[config.mk]
export PLATFORM = sky130hd
export DESIGN_NAME = acpu_addr_mod
export DESIGN_NICKNAME = d
export VERILOG_FILES = /design/src/hw/rtl/assert_macros.svh /design/src/hw/rtl/acpu_pkg.sv /design/src/hw/rtl/acpu_addr_mod.sv
export SDC_FILE = /design/constraint.sdc
export NUM_CORES = 1
export LEC_CHECK = 0
export ABC_CLOCK_PERIOD_IN_PS = 1350
export BUFFER_PORTS_ARGS = -buffer_cell sky130_fd_sc_hd__buf_2
export CAP_MARGIN = 20
export CORE_MARGIN = 4
export CORE_UTILIZATION = 35
export DETAILED_ROUTE_END_ITERATION = 10
export MAX_ROUTING_LAYER = met4
export SYNTH_ARGS = -nofsm -noshare
export SYNTH_HDL_FRONTEND = slang
export SYNTH_SLANG_ARGS = --single-unit
[constraint.sdc]
create_clock -name clk -period 1.35 [get_ports clk]
set_input_delay 0.135 -clock clk [delete_from_list [all_inputs] [get_ports clk]]
set_output_delay 0.135 -clock clk [all_outputs]
set_load 0.02 [all_outputs]
[src/hw/rtl/assert_macros.svh]
// Assertion helpers for the RTL; each expects clk and rst in scope.
`ifndef ASSERT_MACROS_SVH
`define ASSERT_MACROS_SVH

// Same-cycle implication, checked outside reset.
`define ACPU_ASSERT_IMP(lbl, ante, cons, msg) \
  lbl: assert property (@(posedge clk) disable iff (rst) (ante) |-> (cons)) else $error(msg);

// Next-cycle implication, checked outside reset.
`define ACPU_ASSERT_NXT(lbl, ante, cons, msg) \
  lbl: assert property (@(posedge clk) disable iff (rst) (ante) |=> (cons)) else $error(msg);

`endif

[src/hw/rtl/acpu_pkg.sv]
`timescale 1ns / 1ps
`default_nettype none

package acpu_pkg;

  localparam int WORD_W = 24;
  localparam int ADDR_W = 20;
  localparam int CNT_W  = 32;
  localparam int STEP_W = 5;

  typedef logic [WORD_W-1:0] word_t;
  typedef logic [ADDR_W-1:0] addr_t;
  typedef logic [STEP_W-1:0] step_t;

  // item kinds
  localparam logic [1:0] KIND_WRITE = 2'd0;
  localparam logic [1:0] KIND_SETIA = 2'd1;
  localparam logic [1:0] KIND_EXEC  = 2'd2;
  localparam logic [1:0] KIND_READ  = 2'd3;

  // result status codes
  localparam logic [1:0] ST_OK    = 2'd0;
  localparam logic [1:0] ST_HALT  = 2'd1;
  localparam logic [1:0] ST_UNDEF = 2'd2;

  // opcodes (bits 23..20) and extended subcodes (bits 19..16)
  localparam logic [3:0] OP_LDC = 4'h0;
  localparam logic [3:0] OP_LDV = 4'h1;
  localparam logic [3:0] OP_STV = 4'h2;
  localparam logic [3:0] OP_ADD = 4'h3;
  localparam logic [3:0] OP_AND = 4'h4;
  localparam logic [3:0] OP_OR  = 4'h5;
  localparam logic [3:0] OP_XOR = 4'h6;
  localparam logic [3:0] OP_EQL = 4'h7;
  localparam logic [3:0] OP_JMP = 4'h8;
  localparam logic [3:0] OP_JMN = 4'h9;
  localparam logic [3:0] OP_EXT = 4'hF;

  localparam logic [3:0] SUB_HALT = 4'h0;
  localparam logic [3:0] SUB_NOT  = 4'h1;
  localparam logic [3:0] SUB_RAR  = 4'h2;

  // microprogram step addresses
  localparam step_t S_CLR   = 5'd0;
  localparam step_t S_IDLE  = 5'd1;
  localparam step_t S_WR    = 5'd2;
  localparam step_t S_WR_W  = 5'd3;
  localparam step_t S_WR_M  = 5'd4;
  localparam step_t S_SETIA = 5'd5;
  localparam step_t S_RD    = 5'd6;
  localparam step_t S_RD_W  = 5'd7;
  localparam step_t S_RD_M  = 5'd8;
  localparam step_t S_RD_D  = 5'd9;
  localparam step_t S_EX    = 5'd10;
  localparam step_t S_EX_W  = 5'd11;
  localparam step_t S_EX_F  = 5'd12;
  localparam step_t S_EX_IR = 5'd13;
  localparam step_t S_DEC   = 5'd14;
  localparam step_t S_LDC   = 5'd15;
  localparam step_t S_JMP   = 5'd16;
  localparam step_t S_JMN   = 5'd17;
  localparam step_t S_NOT   = 5'd18;
  localparam step_t S_RAR   = 5'd19;
  localparam step_t S_HALT  = 5'd20;
  localparam step_t S_UNDEF = 5'd21;
  localparam step_t S_STV   = 5'd22;
  localparam step_t S_STV_W = 5'd23;
  localparam step_t S_STV_M = 5'd24;
  localparam step_t S_OPD   = 5'd25;
  localparam step_t S_OPD_W = 5'd26;
  localparam step_t S_OPD_M = 5'd27;
  localparam step_t S_OPD_A = 5'd28;
  localparam step_t S_OUT   = 5'd29;

  typedef enum logic [1:0] {SRC_IN, SRC_IA, SRC_IR} src_t;
  typedef enum logic [1:0] {WD_ZERO, WD_DATA, WD_ACC} wd_t;
  typedef enum logic [2:0] {IA_HOLD, IA_INC, IA_LOAD_IN, IA_LOAD_A, IA_LOAD_A_NEG} ia_op_t;
  typedef enum logic [2:0] {ACC_HOLD, ACC_LOAD_A, ACC_MEM, ACC_NOT, ACC_RAR} acc_op_t;
  typedef enum logic [2:0] {
    C_NEXT, C_GOTO, C_WAIT_CLR, C_WAIT_BUSY, C_KIND, C_DECODE, C_OUT
  } cond_t;

  typedef struct packed {
    logic       mod_go;
    src_t       mod_src;
    logic       mem_rd;
    logic       mem_wr;
    wd_t        wd_sel;
    logic       addr_clr;
    logic       clr_inc;
    logic       ld_ir;
    logic       ld_rd;
    ia_op_t     ia_op;
    acc_op_t    acc_op;
    logic       ctr_inc;
    logic       st_ld;
    logic [1:0] st_code;
    cond_t      cond;
    step_t      target;
  } uword_t;

  typedef struct packed {
    logic       mod_busy;
    logic       clr_more;
    logic       cmd_fire;
    logic [1:0] kind;
    word_t      ir;
    logic       out_free;
  } flags_t;

  // control store
  function automatic uword_t ucode(input step_t s);
    uword_t uw;
    uw = '0;
    unique case (s)
      S_CLR: begin
        uw.mem_wr = 1'b1; uw.wd_sel = WD_ZERO; uw.addr_clr = 1'b1;
        uw.clr_inc = 1'b1; uw.cond = C_WAIT_CLR;
      end
      S_IDLE:  uw.cond = C_KIND;
      S_WR:    begin uw.mod_go = 1'b1; uw.mod_src = SRC_IN; end
      S_WR_W:  uw.cond = C_WAIT_BUSY;
      S_WR_M: begin
        uw.mem_wr = 1'b1; uw.wd_sel = WD_DATA; uw.cond = C_GOTO; uw.target = S_OUT;
      end
      S_SETIA: begin uw.ia_op = IA_LOAD_IN; uw.cond = C_GOTO; uw.target = S_OUT; end
      S_RD:    begin uw.mod_go = 1'b1; uw.mod_src = SRC_IN; end
      S_RD_W:  uw.cond = C_WAIT_BUSY;
      S_RD_M:  uw.mem_rd = 1'b1;
      S_RD_D:  begin uw.ld_rd = 1'b1; uw.cond = C_GOTO; uw.target = S_OUT; end
      S_EX:    begin uw.mod_go = 1'b1; uw.mod_src = SRC_IA; uw.ctr_inc = 1'b1; end
      S_EX_W:  uw.cond = C_WAIT_BUSY;
      S_EX_F:  begin uw.mem_rd = 1'b1; uw.ia_op = IA_INC; end
      S_EX_IR: uw.ld_ir = 1'b1;
      S_DEC:   uw.cond = C_DECODE;
      S_LDC:   begin uw.acc_op = ACC_LOAD_A; uw.cond = C_GOTO; uw.target = S_OUT; end
      S_JMP:   begin uw.ia_op = IA_LOAD_A; uw.cond = C_GOTO; uw.target = S_OUT; end
      S_JMN:   begin uw.ia_op = IA_LOAD_A_NEG; uw.cond = C_GOTO; uw.target = S_OUT; end
      S_NOT:   begin uw.acc_op = ACC_NOT; uw.cond = C_GOTO; uw.target = S_OUT; end
      S_RAR:   begin uw.acc_op = ACC_RAR; uw.cond = C_GOTO; uw.target = S_OUT; end
      S_HALT: begin
        uw.st_ld = 1'b1; uw.st_code = ST_HALT; uw.cond = C_GOTO; uw.target = S_OUT;
      end
      S_UNDEF: begin
        uw.st_ld = 1'b1; uw.st_code = ST_UNDEF; uw.cond = C_GOTO; uw.target = S_OUT;
      end
      S_STV:   begin uw.mod_go = 1'b1; uw.mod_src = SRC_IR; end
      S_STV_W: uw.cond = C_WAIT_BUSY;
      S_STV_M: begin
        uw.mem_wr = 1'b1; uw.wd_sel = WD_ACC; uw.cond = C_GOTO; uw.target = S_OUT;
      end
      S_OPD:   begin uw.mod_go = 1'b1; uw.mod_src = SRC_IR; end
      S_OPD_W: uw.cond = C_WAIT_BUSY;
      S_OPD_M: uw.mem_rd = 1'b1;
      S_OPD_A: begin uw.acc_op = ACC_MEM; uw.cond = C_GOTO; uw.target = S_OUT; end
      S_OUT:   begin uw.cond = C_OUT; uw.target = S_IDLE; end
      default: begin uw.cond = C_GOTO; uw.target = S_IDLE; end
    endcase
    return uw;
  endfunction

  // dispatch on the item kind
  function automatic step_t kind_target(input logic [1:0] kind);
    step_t t;
    unique case (kind)
      KIND_WRITE: t = S_WR;
      KIND_SETIA: t = S_SETIA;
      KIND_EXEC:  t = S_EX;
      KIND_READ:  t = S_RD;
    endcase
    return t;
  endfunction

  // dispatch on the fetched instruction
  function automatic step_t dec_target(input word_t ir);
    step_t t;
    unique case (ir[23:20])
      OP_LDC: t = S_LDC;
      OP_LDV, OP_ADD, OP_AND, OP_OR, OP_XOR, OP_EQL: t = S_OPD;
      OP_STV: t = S_STV;
      OP_JMP: t = S_JMP;
      OP_JMN: t = S_JMN;
      OP_EXT: begin
        unique case (ir[19:16])
          SUB_HALT: t = S_HALT;
          SUB_NOT:  t = S_NOT;
          SUB_RAR:  t = S_RAR;
          default:  t = S_UNDEF;
        endcase
      end
      default: t = S_UNDEF;
    endcase
    return t;
  endfunction

  // accumulator operations that take a memory operand
  function automatic word_t alu(input logic [3:0] op, input word_t acc, input word_t opnd);
    word_t r;
    unique case (op)
      OP_LDV:  r = opnd;
      OP_ADD:  r = acc + opnd;
      OP_AND:  r = acc & opnd;
      OP_OR:   r = acc | opnd;
      OP_XOR:  r = acc ^ opnd;
      default: r = {WORD_W{acc == opnd}};
    endcase
    return r;
  endfunction

endpackage

`default_nettype wire

[src/hw/rtl/acpu_addr_mod.sv]
`timescale 1ns / 1ps
`default_nettype none

// Reduce a 20-bit address modulo MEM_DEPTH. Power-of-two depths take the low bits
// at once. Other depths estimate the quotient with a constant reciprocal, subtract
// quotient times depth, then correct once; busy stays high through these steps.
module acpu_addr_mod import acpu_pkg::*; #(
  parameter int MEM_DEPTH = 4096,
  localparam int IW = $clog2(MEM_DEPTH)
) (
  input  logic          clk,
  input  logic          rst,
  input  logic          go,
  input  addr_t         value,
  output logic          busy,
  output logic [IW-1:0] index
);

  localparam bit POW2 = (MEM_DEPTH & (MEM_DEPTH - 1)) == 0;
  localparam int QW   = ADDR_W - IW + 2;
  localparam int PW   = ADDR_W + QW;
  // floor(2^20 / MEM_DEPTH): the estimate is the true quotient or one short
  localparam logic [QW-1:0] RECIP = QW'((64'd1 << ADDR_W) / MEM_DEPTH);
  localparam addr_t         DIV   = ADDR_W'(MEM_DEPTH);

  addr_t         rem;
  logic [QW-1:0] quot;
  logic [1:0]    phase;
  logic [PW-1:0] prod_q;
  logic [PW-1:0] prod_d;

  assign prod_q = PW'(rem) * PW'(RECIP);
  assign prod_d = PW'(quot) * PW'(DIV);
  assign index  = rem[IW-1:0];

  always_ff @(posedge clk) begin
    if (rst) begin
      busy  <= 1'b0;
      phase <= '0;
    end else if (go) begin
      busy  <= !POW2;
      phase <= '0;
    end else if (busy) begin
      phase <= phase + 2'd1;
      if (phase == 2'd2) begin
        busy <= 1'b0;
      end
    end
  end

  // Estimate the quotient, subtract its multiple, then drop the one leftover divisor.
  always_ff @(posedge clk) begin
    if (go) begin
      rem <= value;
    end else if (busy && phase == 2'd0) begin
      quot <= prod_q[PW-1:ADDR_W];
    end else if (busy && phase == 2'd1) begin
      rem <= rem - prod_d[ADDR_W-1:0];
    end else if (busy && rem >= DIV) begin
      rem <= rem - DIV;
    end
  end

endmodule

`default_nettype wire

# Yosys cells after proc, flatten, opt, wreduce, memory -nomap -nowiden
# Index checks and enable logic that the tools add are counted.
word_totals:
  reg_bits: 31
  output_inout_bits: 13
  word_cells: 27
op_classes:
  n_addsub: 3
  n_lt_le_gt_ge: 1
  eq_ne: 3
  mux: 5
  bitwise: 2
  n_reduce_logical: 9
op_table:
  columns: ["op", "n"]
  rows:
  - ["two-way mux 20 bit", 4]
  - [">= comparator 20 x 13 -> 1 bit (second input constant)", 1]
  - ["subtractor 20 x 13 -> 20 bit (second input constant)", 1]
  - ["subtractor 20 bit", 1]
  - ["AND reduction 2 bit", 2]
  - ["logical AND 1 bit", 3]
  - ["nonzero test 3 bit", 1]
  - ["OR reduction 3 bit", 1]
  - ["adder 2 x 1 -> 2 bit (second input constant)", 1]
  - ["== test 2 x 1 -> 1 bit (second input constant)", 1]
  - ["== test 2 bit (second input constant)", 1]
  - ["logical NOT 2 bit", 1]
  - ["!= test 2 bit (second input constant)", 1]
  - ["NOT 1 bit", 2]
  - ["OR reduction 2 bit", 1]
  - ["two-way mux 1 bit", 1]

# Depth between registers and ports, before layout
logic_depth:
  ltp_word: 6
  mapped_depth: 4
  mapped_depth_nobuf: 4

# Worst setup path before layout
# OpenSTA, ideal clock, no wires.
synth_path:
  path_kind: "in2reg"
  start: "in go"
  end: "reg rem[0] (enable)"
  setup_time_ps: 370
  arrival_ps: 653
  required_time_ps: 980
  slack_ps: 327
  stages: 2
  path_buffers: 2
  path_cell_list: "clkbuf_1 -> clkbuf_1"
synth_via:
  elab_chain_cells: 2
  word_cells_on_any_way: 3
  classes_between: "eq/ne (1); reduce/logical (2)"
synth_rtl:
  columns: ["item", "line_no", "rtl"]
  rows:
  - ["from (decl)", "acpu_addr_mod.sv:13", "input logic go,"]
  - ["!= test 2 bit (no source line) or nonzero test 3 bit (tied branches)", null, null]
  - ["AND reduction 2 bit (no source line) (*)", null, null]
  - ["to (signal assigned)", "acpu_addr_mod.sv:54", "rem <= value;"]
  - ["to (signal assigned)", "acpu_addr_mod.sv:58", "rem <= rem - prod_d[ADDR_W-1:0];"]
  - ["to (signal assigned)", "acpu_addr_mod.sv:60", "rem <= rem - DIV;"]
  - ["to (decl)", "acpu_addr_mod.sv:26", "addr_t rem;"]
# Mark *: on every way between the ends. The rest lies on a longest branch, timed or not.
# A chain may end at the register's enable or synchronous reset.

# Final worst setup path
layout_path:
  start: "reg phase[0]"
  end: "reg phase[1]"
layout_via:
  elab_chain_cells: 1
layout_rtl:
  columns: ["item", "line_no", "rtl"]
  rows:
  - ["from (decl)", "acpu_addr_mod.sv:28", "logic [1:0] phase;"]
  - ["from (signal assigned)", "acpu_addr_mod.sv:44", "phase <= phase + 2'd1;"]
  - ["adder 2 x 1 -> 2 bit", "acpu_addr_mod.sv:44", null]
# Every way passes these cells.

==> run_results.csv <==
group,metric,value,unit
worst_setup_path,critPathMaxFanout,2,
worst_setup_path,arrival,1.16,ns
floorplan,die_w,51.9,um
floorplan,dieArea,0.00270,mm2
synth,syn_area_per_cell,12.7,um2
sta,fmax,994,MHz
sta,final_max_slew_viol_count,0,
synth,synth_seq_cells,15,
synth,synth.distinct_cells,12,
floorplan,ios,36,
power,p_leak,0.314,nW
worst_setup_path,path_buf_inv,1,
worst_setup_path,slowest_stage,"dfxtp_1",
power,p_per_area,1180,mW/mm2
synth,synthCells,53,
sta,setup_tns,0,ns
layout,final_common_cell,"buf_2",
run,cap_violations,0,
routing,wirelength,891,um
synth,post-synth-top-area-cell,"edfxtp_1",
synth,synth.area.top_cells,"edfxtp_1, buf_4, and2_1, dfxtp_1, ha_1",
global_routing,grt_pass1_wl,1330,um
clocking,htree_levels,1,
global_routing,grt_pass1_vias,348,
worst_setup_path,cp_slowest_stage_delay,0.35,ns
hold_path,hold_class,"in -> reg",
power,ir_drop,0.000548,V
routing,ant_nets,0,
floorplan,start_util,37.9,%
worst_setup_path,critPathTopFamily,"flip-flops",
sta,setup_viol,0,
run_status,status,"finished clean",
worst_setup_path,cp_cell_sequence,"inv_1 -> ha_1 -> mux2i_1 -> nor3_1",
layout,area_growth,12.4,%
floorplan,rows,15,
synth,syn_nets,78,
sta,hold_violations,0,
global_routing,grt_start_max_net_pins,28,
worst_setup_path,worstSetupPathType,"reg -> reg",
sta,slew_headroom,71.0,%
clocking,clockRootBuffer,"clkbuf_4",
layout,seq_area,420,um2
clocking,cts_tree,"built",
clocking,clkTransAtPathRegs,0.09,ns
global_routing,grt_usage,7.20,%
clocking,postCtsHoldBufs,0,
place,io_buffers,27,
layout,nets,93,
routing,wire_per_inst,9.68,um
layout,num_antenna_cells,0,
worst_setup_path,cp-end-kind,"flop",
global_routing,antenna_found_initial,0,
sta,holdWs,0.0405,ns
routing,dr.first_iter.drc_count,4,
worst_setup_path,cp-start-kind,"flop",
layout,layout_common_cells,"buf_2, and2_1, edfxtp_1",
place,place_congestion,0.609,
global_routing,grt-ovfl-total,0,
routing,first_pass_iters,4,
layout,fill_cells,187,
layout,drive_gt1_share,46.3,%
place,dpl_worst_slack,0.344,ns
synth,yosysWarnings,0,
sta,fin_skew,0.0000937,ns
clocking,cts_buffers,3,
place,placed_area,732,um2
sta,setup_ws,0.344,ns
synth,netlist_area,676,um2
routing,dr_total_vias,366,
synth,ys_seq_area_share,62.2,%
clocking,post_cts_resize_count,0,
clocking,clkLatencyLatePin,0.27,ns
clocking,cts_sinks,15,
place,hpwl,665,um
sta,grt_setup_unrepaired,"false",
sta,worst_slew_pin_slew,0.435,ns
clocking,cts_buffer_depth,2,
routing,vias_per_cell,3.98,
synth,yosysTopAreaCellShare,53.3,%
layout,stdcell_area,759,um2
layout,multi_input_area,138,um2
floorplan,die_y,51.9,um
sta,fin_crit,1.01,ns
floorplan,core_area,0.00178,mm2
sta,period_share,74.6,%
worst_setup_path,cp.required,1.51,ns
clocking,postCtsSetupBuffers,0,
routing,drc,0,
==> report_power, final <==
part | internal, mW | leakage [nW] | switching [mW]
combinational | 0.0413 | 0.157 | 0.0647
sequential | 0.530 | 0.140 | 0.00526
clock | 0.110 | 0.0177 | 0.144
total | 0.681 | 0.314 | 0.214
==> kinds of logic (layout without fill, tap and decap cells) <==
kind of cell | after synthesis | in the layout | share of synthesized area [%]
adder cells (fa/ha/maj) | 2 | 2 | 3.70
buffers and inverters | 19 | 33 | 17.4
multiplexers | 1 | 1 | 1.48
AND/OR/NAND/NOR | 15 | 15 | 13.9
XOR/XNOR | 1 | 1 | 1.30
flip-flops | 15 | 15 | 62.2
==> per-layer routing <==
| metal | part of all wire [%] | track usage (%) | vias up |
|---|---|---|---|
| li1 | - | - | 188 |
| met1 | 38 | 6.31 | 166 |
| met2 | 54 | 12.6 | 10 |
| met3 | 6.5 | 2.58 | 2 |
| met4 | 1.3 | 5.24 | 0 |
| met5 | 0 | - | - |
==> path summary, 6_finish.rpt <==
| kind | startpoint | depth (start not counted) | endpoint | slack [ns] |
|---|---|---|---|---|
| worst max-delay path | phase[0] | 4 | phase[1] | 0.34 |
| worst min register to register | phase[1] | 2 | phase[1] | 0.54 |
| worst min-delay path | rst | 2 | phase[0] | 0.04 |
| worst max register to register | phase[0] | 4 | phase[1] | 0.34 |
==> cell usage after synthesis <==
cell type  instances
clkbuf_1           4
edfxtp_1          12
inv_1              2
ha_1               2
buf_4             12
nor3_1             2
nor4b_1            1
xnor2_1            1
and2_1            12
mux2i_1            1
buf_2              1
dfxtp_1            3
==> metrics by stage <==
stage / std cells / power [mW] / util [%]
floorplan: 53 / 0.646 / -
global placement: 88 / 0.652 / 41.1
detailed placement: 88 / 0.655 / 41.1
CTS: 92 / 0.909 / 42.6
global route: 92 / 0.932 / 42.6
finish: 92 / 0.895 / 42.6
==> layout make-up <==
cell class / count / area share, %
Sequential cell: 15 / 55.4
Multi-Input combinational cell: 19 / 18.1
Timing Repair Buffer: 27 / 17.8
Tap cell: 25 / 4.12
Clock buffer: 3 / 2.97
Inverter: 2 / 0.988
Clock inverter: 1 / 0.659
==> worst reg2reg max path, cell delays in order (launching register included) <==
cell     delay [ns]
dfxtp_1        0.35
inv_1          0.07
ha_1           0.29
mux2i_1        0.13
nor3_1         0.05
==> sequential cells by signal, indices dropped and copies added (netlist names) <==
name / cells
rem: 12
busy: 1
phase: 2
Power figures use the tool's default switching activity.
