`config.mk`:
```
export PLATFORM = sky130hd
export DESIGN_NAME = acpu_seq
export DESIGN_NICKNAME = d
export VERILOG_FILES = /design/src/hw/rtl/assert_macros.svh /design/src/hw/rtl/acpu_pkg.sv /design/src/hw/rtl/acpu_seq.sv
export SDC_FILE = /design/constraint.sdc
export NUM_CORES = 1
export LEC_CHECK = 0
export ABC_AREA = 1
export BUFFER_PORTS_ARGS = -buffer_cell sky130_fd_sc_hd__buf_2
export CORE_UTILIZATION = 45
export CTS_BUF_LIST = sky130_fd_sc_hd__clkbuf_16
export DETAILED_ROUTE_END_ITERATION = 8
export PLACE_DENSITY = 0.86
export RECOVER_POWER = 25
export SLEW_MARGIN = 25
export SYNTH_ARGS = -nofsm -noshare
export SYNTH_HDL_FRONTEND = slang
export SYNTH_SLANG_ARGS = --single-unit
```
`constraint.sdc`:
```
create_clock -name clk -period 3.57 [get_ports clk]
set_clock_uncertainty 0.1 [all_clocks]
set_input_delay 0.357 -clock clk [delete_from_list [all_inputs] [get_ports clk]]
set_output_delay 0.357 -clock clk [all_outputs]
set_load 0.02 [all_outputs]
```
`src/hw/rtl/assert_macros.svh`:
```
// Assertion helpers for the RTL; each expects clk and rst in scope.
`ifndef ASSERT_MACROS_SVH
`define ASSERT_MACROS_SVH

// Same-cycle implication, checked outside reset.
`define ACPU_ASSERT_IMP(lbl, ante, cons, msg) \
  lbl: assert property (@(posedge clk) disable iff (rst) (ante) |-> (cons)) else $error(msg);

// Next-cycle implication, checked outside reset.
`define ACPU_ASSERT_NXT(lbl, ante, cons, msg) \
  lbl: assert property (@(posedge clk) disable iff (rst) (ante) |=> (cons)) else $error(msg);

`endif

```
`src/hw/rtl/acpu_pkg.sv`:
```
`timescale 1ns / 1ps
`default_nettype none

package acpu_pkg;

  localparam int WORD_W = 24;
  localparam int ADDR_W = 20;
  localparam int CNT_W  = 32;
  localparam int STEP_W = 5;

  typedef logic [WORD_W-1:0] word_t;
  typedef logic [ADDR_W-1:0] addr_t;
  typedef logic [STEP_W-1:0] step_t;

  // item kinds
  localparam logic [1:0] KIND_WRITE = 2'd0;
  localparam logic [1:0] KIND_SETIA = 2'd1;
  localparam logic [1:0] KIND_EXEC  = 2'd2;
  localparam logic [1:0] KIND_READ  = 2'd3;

  // result status codes
  localparam logic [1:0] ST_OK    = 2'd0;
  localparam logic [1:0] ST_HALT  = 2'd1;
  localparam logic [1:0] ST_UNDEF = 2'd2;

  // opcodes (bits 23..20) and extended subcodes (bits 19..16)
  localparam logic [3:0] OP_LDC = 4'h0;
  localparam logic [3:0] OP_LDV = 4'h1;
  localparam logic [3:0] OP_STV = 4'h2;
  localparam logic [3:0] OP_ADD = 4'h3;
  localparam logic [3:0] OP_AND = 4'h4;
  localparam logic [3:0] OP_OR  = 4'h5;
  localparam logic [3:0] OP_XOR = 4'h6;
  localparam logic [3:0] OP_EQL = 4'h7;
  localparam logic [3:0] OP_JMP = 4'h8;
  localparam logic [3:0] OP_JMN = 4'h9;
  localparam logic [3:0] OP_EXT = 4'hF;

  localparam logic [3:0] SUB_HALT = 4'h0;
  localparam logic [3:0] SUB_NOT  = 4'h1;
  localparam logic [3:0] SUB_RAR  = 4'h2;

  // microprogram step addresses
  localparam step_t S_CLR   = 5'd0;
  localparam step_t S_IDLE  = 5'd1;
  localparam step_t S_WR    = 5'd2;
  localparam step_t S_WR_W  = 5'd3;
  localparam step_t S_WR_M  = 5'd4;
  localparam step_t S_SETIA = 5'd5;
  localparam step_t S_RD    = 5'd6;
  localparam step_t S_RD_W  = 5'd7;
  localparam step_t S_RD_M  = 5'd8;
  localparam step_t S_RD_D  = 5'd9;
  localparam step_t S_EX    = 5'd10;
  localparam step_t S_EX_W  = 5'd11;
  localparam step_t S_EX_F  = 5'd12;
  localparam step_t S_EX_IR = 5'd13;
  localparam step_t S_DEC   = 5'd14;
  localparam step_t S_LDC   = 5'd15;
  localparam step_t S_JMP   = 5'd16;
  localparam step_t S_JMN   = 5'd17;
  localparam step_t S_NOT   = 5'd18;
  localparam step_t S_RAR   = 5'd19;
  localparam step_t S_HALT  = 5'd20;
  localparam step_t S_UNDEF = 5'd21;
  localparam step_t S_STV   = 5'd22;
  localparam step_t S_STV_W = 5'd23;
  localparam step_t S_STV_M = 5'd24;
  localparam step_t S_OPD   = 5'd25;
  localparam step_t S_OPD_W = 5'd26;
  localparam step_t S_OPD_M = 5'd27;
  localparam step_t S_OPD_A = 5'd28;
  localparam step_t S_OUT   = 5'd29;

  typedef enum logic [1:0] {SRC_IN, SRC_IA, SRC_IR} src_t;
  typedef enum logic [1:0] {WD_ZERO, WD_DATA, WD_ACC} wd_t;
  typedef enum logic [2:0] {IA_HOLD, IA_INC, IA_LOAD_IN, IA_LOAD_A, IA_LOAD_A_NEG} ia_op_t;
  typedef enum logic [2:0] {ACC_HOLD, ACC_LOAD_A, ACC_MEM, ACC_NOT, ACC_RAR} acc_op_t;
  typedef enum logic [2:0] {
    C_NEXT, C_GOTO, C_WAIT_CLR, C_WAIT_BUSY, C_KIND, C_DECODE, C_OUT
  } cond_t;

  typedef struct packed {
    logic       mod_go;
    src_t       mod_src;
    logic       mem_rd;
    logic       mem_wr;
    wd_t        wd_sel;
    logic       addr_clr;
    logic       clr_inc;
    logic       ld_ir;
    logic       ld_rd;
    ia_op_t     ia_op;
    acc_op_t    acc_op;
    logic       ctr_inc;
    logic       st_ld;
    logic [1:0] st_code;
    cond_t      cond;
    step_t      target;
  } uword_t;

  typedef struct packed {
    logic       mod_busy;
    logic       clr_more;
    logic       cmd_fire;
    logic [1:0] kind;
    word_t      ir;
    logic       out_free;
  } flags_t;

  // control store
  function automatic uword_t ucode(input step_t s);
    uword_t uw;
    uw = '0;
    unique case (s)
      S_CLR: begin
        uw.mem_wr = 1'b1; uw.wd_sel = WD_ZERO; uw.addr_clr = 1'b1;
        uw.clr_inc = 1'b1; uw.cond = C_WAIT_CLR;
      end
      S_IDLE:  uw.cond = C_KIND;
      S_WR:    begin uw.mod_go = 1'b1; uw.mod_src = SRC_IN; end
      S_WR_W:  uw.cond = C_WAIT_BUSY;
      S_WR_M: begin
        uw.mem_wr = 1'b1; uw.wd_sel = WD_DATA; uw.cond = C_GOTO; uw.target = S_OUT;
      end
      S_SETIA: begin uw.ia_op = IA_LOAD_IN; uw.cond = C_GOTO; uw.target = S_OUT; end
      S_RD:    begin uw.mod_go = 1'b1; uw.mod_src = SRC_IN; end
      S_RD_W:  uw.cond = C_WAIT_BUSY;
      S_RD_M:  uw.mem_rd = 1'b1;
      S_RD_D:  begin uw.ld_rd = 1'b1; uw.cond = C_GOTO; uw.target = S_OUT; end
      S_EX:    begin uw.mod_go = 1'b1; uw.mod_src = SRC_IA; uw.ctr_inc = 1'b1; end
      S_EX_W:  uw.cond = C_WAIT_BUSY;
      S_EX_F:  begin uw.mem_rd = 1'b1; uw.ia_op = IA_INC; end
      S_EX_IR: uw.ld_ir = 1'b1;
      S_DEC:   uw.cond = C_DECODE;
      S_LDC:   begin uw.acc_op = ACC_LOAD_A; uw.cond = C_GOTO; uw.target = S_OUT; end
      S_JMP:   begin uw.ia_op = IA_LOAD_A; uw.cond = C_GOTO; uw.target = S_OUT; end
      S_JMN:   begin uw.ia_op = IA_LOAD_A_NEG; uw.cond = C_GOTO; uw.target = S_OUT; end
      S_NOT:   begin uw.acc_op = ACC_NOT; uw.cond = C_GOTO; uw.target = S_OUT; end
      S_RAR:   begin uw.acc_op = ACC_RAR; uw.cond = C_GOTO; uw.target = S_OUT; end
      S_HALT: begin
        uw.st_ld = 1'b1; uw.st_code = ST_HALT; uw.cond = C_GOTO; uw.target = S_OUT;
      end
      S_UNDEF: begin
        uw.st_ld = 1'b1; uw.st_code = ST_UNDEF; uw.cond = C_GOTO; uw.target = S_OUT;
      end
      S_STV:   begin uw.mod_go = 1'b1; uw.mod_src = SRC_IR; end
      S_STV_W: uw.cond = C_WAIT_BUSY;
      S_STV_M: begin
        uw.mem_wr = 1'b1; uw.wd_sel = WD_ACC; uw.cond = C_GOTO; uw.target = S_OUT;
      end
      S_OPD:   begin uw.mod_go = 1'b1; uw.mod_src = SRC_IR; end
      S_OPD_W: uw.cond = C_WAIT_BUSY;
      S_OPD_M: uw.mem_rd = 1'b1;
      S_OPD_A: begin uw.acc_op = ACC_MEM; uw.cond = C_GOTO; uw.target = S_OUT; end
      S_OUT:   begin uw.cond = C_OUT; uw.target = S_IDLE; end
      default: begin uw.cond = C_GOTO; uw.target = S_IDLE; end
    endcase
    return uw;
  endfunction

  // dispatch on the item kind
  function automatic step_t kind_target(input logic [1:0] kind);
    step_t t;
    unique case (kind)
      KIND_WRITE: t = S_WR;
      KIND_SETIA: t = S_SETIA;
      KIND_EXEC:  t = S_EX;
      KIND_READ:  t = S_RD;
    endcase
    return t;
  endfunction

  // dispatch on the fetched instruction
  function automatic step_t dec_target(input word_t ir);
    step_t t;
    unique case (ir[23:20])
      OP_LDC: t = S_LDC;
      OP_LDV, OP_ADD, OP_AND, OP_OR, OP_XOR, OP_EQL: t = S_OPD;
      OP_STV: t = S_STV;
      OP_JMP: t = S_JMP;
      OP_JMN: t = S_JMN;
      OP_EXT: begin
        unique case (ir[19:16])
          SUB_HALT: t = S_HALT;
          SUB_NOT:  t = S_NOT;
          SUB_RAR:  t = S_RAR;
          default:  t = S_UNDEF;
        endcase
      end
      default: t = S_UNDEF;
    endcase
    return t;
  endfunction

  // accumulator operations that take a memory operand
  function automatic word_t alu(input logic [3:0] op, input word_t acc, input word_t opnd);
    word_t r;
    unique case (op)
      OP_LDV:  r = opnd;
      OP_ADD:  r = acc + opnd;
      OP_AND:  r = acc & opnd;
      OP_OR:   r = acc | opnd;
      OP_XOR:  r = acc ^ opnd;
      default: r = {WORD_W{acc == opnd}};
    endcase
    return r;
  endfunction

endpackage

`default_nettype wire

```
`src/hw/rtl/acpu_seq.sv`:
```
`timescale 1ns / 1ps
`default_nettype none

// Step counter and control store; branches on datapath flags.
module acpu_seq import acpu_pkg::*; (
  input  logic   clk,
  input  logic   rst,
  input  flags_t flags,
  output uword_t uw
);

  step_t step;
  step_t step_next;
  step_t step_inc;

  assign uw       = ucode(step);
  assign step_inc = step + step_t'(1);

  always_ff @(posedge clk) begin
    if (rst) begin
      step <= S_CLR;
    end else begin
      step <= step_next;
    end
  end

  always_comb begin
    unique case (uw.cond)
      C_NEXT:      step_next = step_inc;
      C_GOTO:      step_next = uw.target;
      C_WAIT_CLR:  step_next = flags.clr_more ? step : step_inc;
      C_WAIT_BUSY: step_next = flags.mod_busy ? step : step_inc;
      C_KIND:      step_next = flags.cmd_fire ? kind_target(flags.kind) : step;
      C_DECODE:    step_next = dec_target(flags.ir);
      C_OUT:       step_next = flags.out_free ? uw.target : step;
      default:     step_next = S_IDLE;
    endcase
  end

endmodule

`default_nettype wire

```
-- Word-level counts from Yosys, hierarchy flattened
Index checks and enable logic that the tools add are counted.
- word-level logic and storage cells: 90
- memory bits (writable): 0
- ROM bits: 0
- bits in registers: 5
- memories: 0
- input bits: 32
- bits in latches: 0
- equality and inequality tests: 54
- multipliers: 0
- magnitude comparators: 0
- multiplexer cells: 20
- add/subtract/negate cells: 1
- divide/modulo/power cells: 0
- reduce and logical (&&, ||, !) cells: 14
- bitwise operators: 0
- shift operators: 0
- operators with widths (kind ; number):
    5-bit equality test (second input constant) ; 14
    5-bit by 4-bit equality test with 1-bit output (second input constant) ; 8
    5-bit one-hot mux with 7 select lines ; 1
    5-bit one-hot mux with 6 select lines ; 1
    3-bit one-hot mux with 3 select lines ; 3
    3-bit one-hot mux with 4 select lines ; 2
    5-bit by 3-bit equality test with 1-bit output (second input constant) ; 4
    5-bit 2-to-1 mux ; 4
    5-bit one-hot mux with 4 select lines ; 1
    3-bit one-hot mux with 6 select lines ; 1
    17-bit OR reduction ; 1
    4-bit by 3-bit equality test with 1-bit output (second input constant) ; 4
    4-bit by 2-bit equality test with 1-bit output (second input constant) ; 3
    4-bit equality test (second input constant) ; 3
    12-bit OR reduction ; 1
    5-bit by 2-bit equality test with 1-bit output (second input constant) ; 2
    5-bit one-hot mux with 2 select lines ; 1
    3-bit equality test (second input constant) ; 3
    9-bit OR reduction ; 1
    4-bit by 1-bit equality test with 1-bit output (second input constant) ; 2
    4-bit zero test ; 2
    2-bit != test (second input constant) ; 4
    3-bit by 2-bit equality test with 1-bit output (second input constant) ; 2
    3-bit one-hot mux with 2 select lines ; 1
    15 further kinds ; 20

-- Longest topological paths before layout
Gate-level depths: netlist of run 1.
- word-level depth: 6
- mapped depth: 16
- mapped depth without buffers: 15

-- Least setup slack after synthesis of run 1
OpenSTA, ideal clock, no wires.
- path type: reg2out
- from: reg step[0]
- to: out uw[0] (netlist bit)
- path buffers: 0
- path slack: 1207 ps
- cell stages (with the launch flop): 10
- arrival time: 1906 ps
- path through: dfxtp_1 inv_1 ha_1 nand2_1 nor2_1 inv_1 nand3_1 nor2_1 nand4_1 or2_2
- RTL lines (item ; RTL line ; source):
    from (decl) ; acpu_seq.sv:12 ; step_t step;
    from (signal assigned) ; acpu_seq.sv:23 ; step <= step_next;
    to (decl) ; acpu_seq.sv:9 ; output uword_t uw

==> reports/qor.txt, run 1 <==
Worst Hold Class: in2reg
post-synth top area share: 14.3%
worst path buffer plus inverter count: 3
Synth warnings: 0
max incr delay on CP: 0.37 ns
status: finished clean
met3 WL: 147 um
CTS tree: built
crit start category: register
number of diodes: 0
Tot Pwr: 1.51 mW
VDD IR-drop max: 0.846 mV
area of the die: 2770 um^2
clock slew at reported path FFs: 0.03 ns
library cells used by synthesis: 32
Combinational Power Share: 80.4%
post-synthesis sequential area ratio: 8.68%
CTS Buf Count: 3
met2 WL: 1390 um
Synth Register Bits: 5
hold-fix buffers at CTS: 0
worst skew pair latency: 0.22 ns
die width: 52.6 um
IO Port Bufs: 43
drt first pass iters: 4
Filler Cells Inserted: 255
final antenna-violating net count: 0
row cnt: 17
Post-Syn Area: 1150 um^2
Reg2Reg Depth: 15
Max clock buf depth: 2
Power per Cell Area: 1080 nW/um^2
Gates resized, CTS repair: 0
first-pass GRT wire length: 4860 um
Top Layer Used: met4
Final Hold Violating Endpoints: 0
CP Capture Type: output pin
cell family with most CP delay: simple AND/OR/NAND/NOR gates
detailed placement HPWL: 2380 um
Biggest register: step
initial antenna violation count: 0
critical path class: reg2out
Tmin final: 2.64 ns
register area: 100 um^2
Pleak: 0.793 nW
Sw Share: 58.7%
vias: 1432
crit path max-delay cell type: dfxtp_1
Peak Freq: 379 MHz
Slew Limit Fails: 0
biggest regs: step x5
Synth area leaders: nand2_1, nor2_1, nand3_1
htree depth: 1
Async S/R FF share, synth: 0%
maxcap violations: 0
GRT overflow: 0
EDFF count, synth: 0
Ports: 61
Final period util: 73.9%
Setup violations, final: 0
root buf cell: clkbuf_16
Detailed Route Iter0 Violations: 44
Net Sw Power: 0.885 mW
Routed met1 length: 1350 um
share of cells above drive strength 1: 27.9%
gr usage total: 22.6%
post-CTS setup repair buffer count: 0
post-synth net total: 245
internal power: 0.622 mW
Placer Congestion: 0.929
Initial Util: 49.8%
ys flop type: dfxtp_1
Die Ht: 52.6 um
Post-Syn Area per Cell: 5.52 um^2
Clock power frac: 11.7%
max FFs per register: 5
Min-Delay Path Depth: 2
Area Overhead vs Synth: 21.5%
Nets: 284
vias in the first global route: 1222
multi-input gate area in the final layout: 865 um^2
Worst Path Max Fanout: 6
Syn Inst Count: 209
post-DR wirelength/cell: 10.5 um
unrepaired setup endpoints after global routing: no
via density per instance: 5.21
leading area contributor after synthesis: nand2_1
area of the core: 2320 um^2
Worst Path Arrival: 2.18 ns
critical path depth in cells: 10
Num Clock Sinks: 5
setup TNS: 0 ns
Post-route DRC: 0
largest net degree at the start of global routing: 20
WL final: 2900 um
CP required: 3.11 ns
critical-path cell list: inv_1, ha_1, nand2_1, nor2_1, inv_1, nand3_1, nor2_1, nand4_1, or2_2, buf_2
Reg power frac: 8.0%
[kinds of logic after synthesis]
| kind of cell | after synthesis | share of synthesized area (%) |
|---|---|---|
| other | 1 | 0.325 |
| buffers and inverters | 39 | 16.2 |
| AND/OR/NAND/NOR | 134 | 56.7 |
| flip-flops | 5 | 8.68 |
| AO/OA/AOI/OAI | 24 | 12.3 |
| XOR/XNOR | 2 | 1.52 |
| adder cells (fa/ha/maj) | 4 | 4.34 |
[synth_stat cells (all sizes together) (2+ instances only)]
cell type / n
o211ai: 3
a21oi: 9
buf: 10
inv: 29
dfxtp: 5
nand3: 30
xor2: 2
or2: 3
nand2: 53
nand4: 2
nor3: 5
nor2: 41
o21ai: 6
ha: 4
[stage by stage]
| stage | instances | utilization, % | setup slack, ns | hold slack [ns] | area, um^2 |
|---|---|---|---|---|---|
| 2_1_floorplan | 209 | - | 1.21 | 0.326 | 1150 |
| 6_report | 275 | 60.4 | 0.931 | 0.256 | 1400 |
| 5_1_grt | 275 | 60.4 | 0.809 | 0.274 | 1400 |
| 3_5_place_dp | 271 | 57.5 | 1.18 | 0.425 | 1330 |
| 4_1_cts | 275 | 60.9 | 0.935 | 0.249 | 1410 |
| 3_3_place_gp | 271 | 57.5 | 1.20 | 0.415 | 1330 |
[cells in the final DEF, fill, tap and decap left out]
cell type | Yosys | final
a31oi_1 | 1 | 1
clkbuf_16 | 0 | 3
o21ai_0 | 5 | 5
nor2_1 | 36 | 37
ha_1 | 4 | 4
nand2_4 | 1 | 1
a21oi_1 | 9 | 9
o21bai_1 | 1 | 1
buf_2 | 2 | 36
or2_2 | 2 | 2
o21ai_1 | 1 | 1
buf_4 | 6 | 1
o22ai_1 | 1 | 1
nand2_2 | 8 | 8
nor3_1 | 5 | 5
nand3_2 | 4 | 4
xor2_1 | 2 | 2
clkbuf_1 | 0 | 7
or2_0 | 1 | 1
nand3_4 | 2 | 2
nand2_1 | 44 | 44
conb_1 | 1 | 1
inv_1 | 21 | 22
nand3_1 | 24 | 24
o211ai_1 | 3 | 3
nor2_4 | 2 | 2
nand4_1 | 2 | 2
dfxtp_1 | 5 | 5
o21a_1 | 1 | 1
o31ai_1 | 1 | 1
nor2_2 | 3 | 2
inv_2 | 8 | 8
a41oi_1 | 1 | 1
[layout make-up]
| type | instances | area share [%] |
|---|---|---|
| Multi-Input combinational cell | 165 | 61.7 |
| Timing Repair Buffer | 44 | 15.3 |
| Inverter | 29 | 7.77 |
| Sequential cell | 5 | 7.14 |
| Clock buffer | 3 | 5.36 |
| Tap cell | 28 | 2.50 |
| Clock inverter | 1 | 0.268 |
[path summary, 6_finish.rpt]
check             startpoint      end  slack, ns
hold / removal           rst  step[2]       0.26
hold reg to reg      step[1]  step[1]       0.44
setup / recovery     step[0]    uw[0]       0.93
setup reg to reg     step[0]  step[3]       1.26
[routing by layer]
layer / GRT usage (%) / vias up
li1: - / 745
met1: 26.6 / 623
met2: 41.8 / 62
met3: 4.06 / 2
met4: 4.82 / 0
met5: 0 / -
[power by group through the flow]
stage / clock network (mW) / logic, mW / registers, mW
floorplan: 0 / 1.02 / 0.0921
global placement: 0 / 1.19 / 0.120
detailed placement: 0 / 1.21 / 0.121
CTS: 0.179 / 1.21 / 0.121
global route: 0.186 / 1.33 / 0.124
finish: 0.176 / 1.21 / 0.120
No activity file was read; power rests on OpenSTA's default activity.
==> run 2: changes to the inputs <==
==> constraint.sdc (replaced) <==
create_clock -name clk -period 2.65 [get_ports clk]
set_clock_uncertainty 0.1 [all_clocks]
set_input_delay 0.265 -clock clk [delete_from_list [all_inputs] [get_ports clk]]
set_output_delay 0.265 -clock clk [all_outputs]
set_load 0.02 [all_outputs]
==> reports/qor.txt, run 2 (synthesized netlist as in run 1, its figures left out) <==
status: finished clean
WL final: 2850 um
Sw Share: 58.3%
maxcap violations: 0
first-pass GRT wire length: 4920 um
biggest regs: step x5
Hold WS: 0.154 ns
Pleak: 0.796 nW
final antenna-violating net count: 0
Final Hold Violating Endpoints: 0
clock slew at reported path FFs: 0.03 ns
area of the die: 2770 um^2
die width: 52.6 um
largest net degree at the start of global routing: 12
Placer Congestion: 0.938
Worst Path Arrival: 2.14 ns
CTS Buf Count: 3
CTS tree: built
Area Overhead vs Synth: 22.0%
internal power: 0.853 mW
Worst Path Max Fanout: 11
Peak Freq: 399 MHz
Combinational Power Share: 79.6%
Die Ht: 52.6 um
Biggest register: step
Reg power frac: 8.7%
VDD IR-drop max: 0.877 mV
CP Capture Type: output pin
Final period util: 94.6%
Nets: 285
post-DR wirelength/cell: 10.3 um
post-CTS setup repair buffer count: 0
Place WS: 0.383 ns
most common cell after layout, fill and taps aside: nand2_1
Final Core Density: 60.7%
Setup violations, final: 0
area of the core: 2320 um^2
Post-DP Area: 1340 um^2
Gates resized, CTS repair: 0
share of cells above drive strength 1: 28.2%
Post-route DRC: 0
Slew Limit Fails: 0
setup TNS: 0 ns
GRT overflow: 0
Tmin final: 2.51 ns
Power per Cell Area: 1450 nW/um^2
critical-path cell list: clkbuf_1, nor2_1, nor3_1, nand4_1, or2_2, buf_2
vias: 1440
IO Port Bufs: 43
drt first pass iters: 4
PnR worst setup slack: 0.143 ns
root buf cell: clkbuf_16
hold-fix buffers at CTS: 0
Clock power frac: 11.7%
unrepaired setup endpoints after global routing: no
Initial Util: 49.8%
row cnt: 17
Net Sw Power: 1.19 mW
critical path class: reg2out
gr usage total: 23.1%
Ports: 61
CP required: 2.29 ns
initial antenna violation count: 0
Detailed Route Iter0 Violations: 35
final instance area: 1410 um^2
number of diodes: 0
htree depth: 1
crit start category: register
most frequent cells in the layout: nand2_1, nor2_1, buf_2
max incr delay on CP: 0.52 ns
via density per instance: 5.22
vias in the first global route: 1245
worst skew pair latency: 0.22 ns
Worst Hold Class: in2reg
Num Clock Sinks: 5
detailed placement HPWL: 2420 um
Max clock buf depth: 2
crit path max-delay cell type: dfxtp_1
max FFs per register: 5
[run 2: cell types whose count changed in the layout (fill, tap and decap cells not counted), sizes merged]
cell / delta
clkbuf: +1
[run 2: worst paths after layout]
check,startpoint,to,slack (ns),cells after the start
setup / recovery,step[4],uw[0],0.14,6
hold / removal,rst,step[1],0.15,2
setup reg to reg,step[4],step[3],0.27,13
hold reg to reg,step[1],step[1],0.41,2
[run 2: power groups by stage]
stage	combinational [mW]	clock [mW]	sequential [mW]
floorplan	1.38	0	0.124
global placement	1.61	0	0.177
detailed placement	1.63	0	0.177
CTS	1.64	0.243	0.176
global route	1.80	0.249	0.184
finish	1.63	0.240	0.178
[run 2: final cells by class]
| cell class | instances | area [um^2] |
|---|---|---|
| fillers | 260 | 911 |
| flip-flops and latches | 5 | 100 |
| inverters | 29 | 109 |
| repair buffers | 45 | 218 |
| clock inverters | 1 | 3.75 |
| clock buffers | 3 | 75.1 |
| multi-input cells | 165 | 867 |
| well taps | 28 | 35.0 |
[run 2: metal layers]
| layer | part of all wire, % | global-route usage [%] | up-vias |
|---|---|---|---|
| met5 | 0 | 0 | - |
| met4 | 0.67 | 5.26 | 0 |
| met3 | 7.8 | 2.61 | 2 |
| met2 | 47 | 42.6 | 61 |
| met1 | 44 | 27.8 | 627 |
| li1 | - | - | 750 |
[run 2: metrics by stage]
step / cells / power, mW
floorplan: 209 / 1.50
global placement: 272 / 1.79
detailed placement: 272 / 1.81
CTS: 276 / 2.06
global route: 276 / 2.23
finish: 276 / 2.05
[run 2: worst max-delay path, delay by kind of cell, from the launching register on]
kind                   cells  cell delay [ns]
flip-flops                 1             0.52
AND/OR/NAND/NOR            4             0.83
buffers and inverters      2             0.56
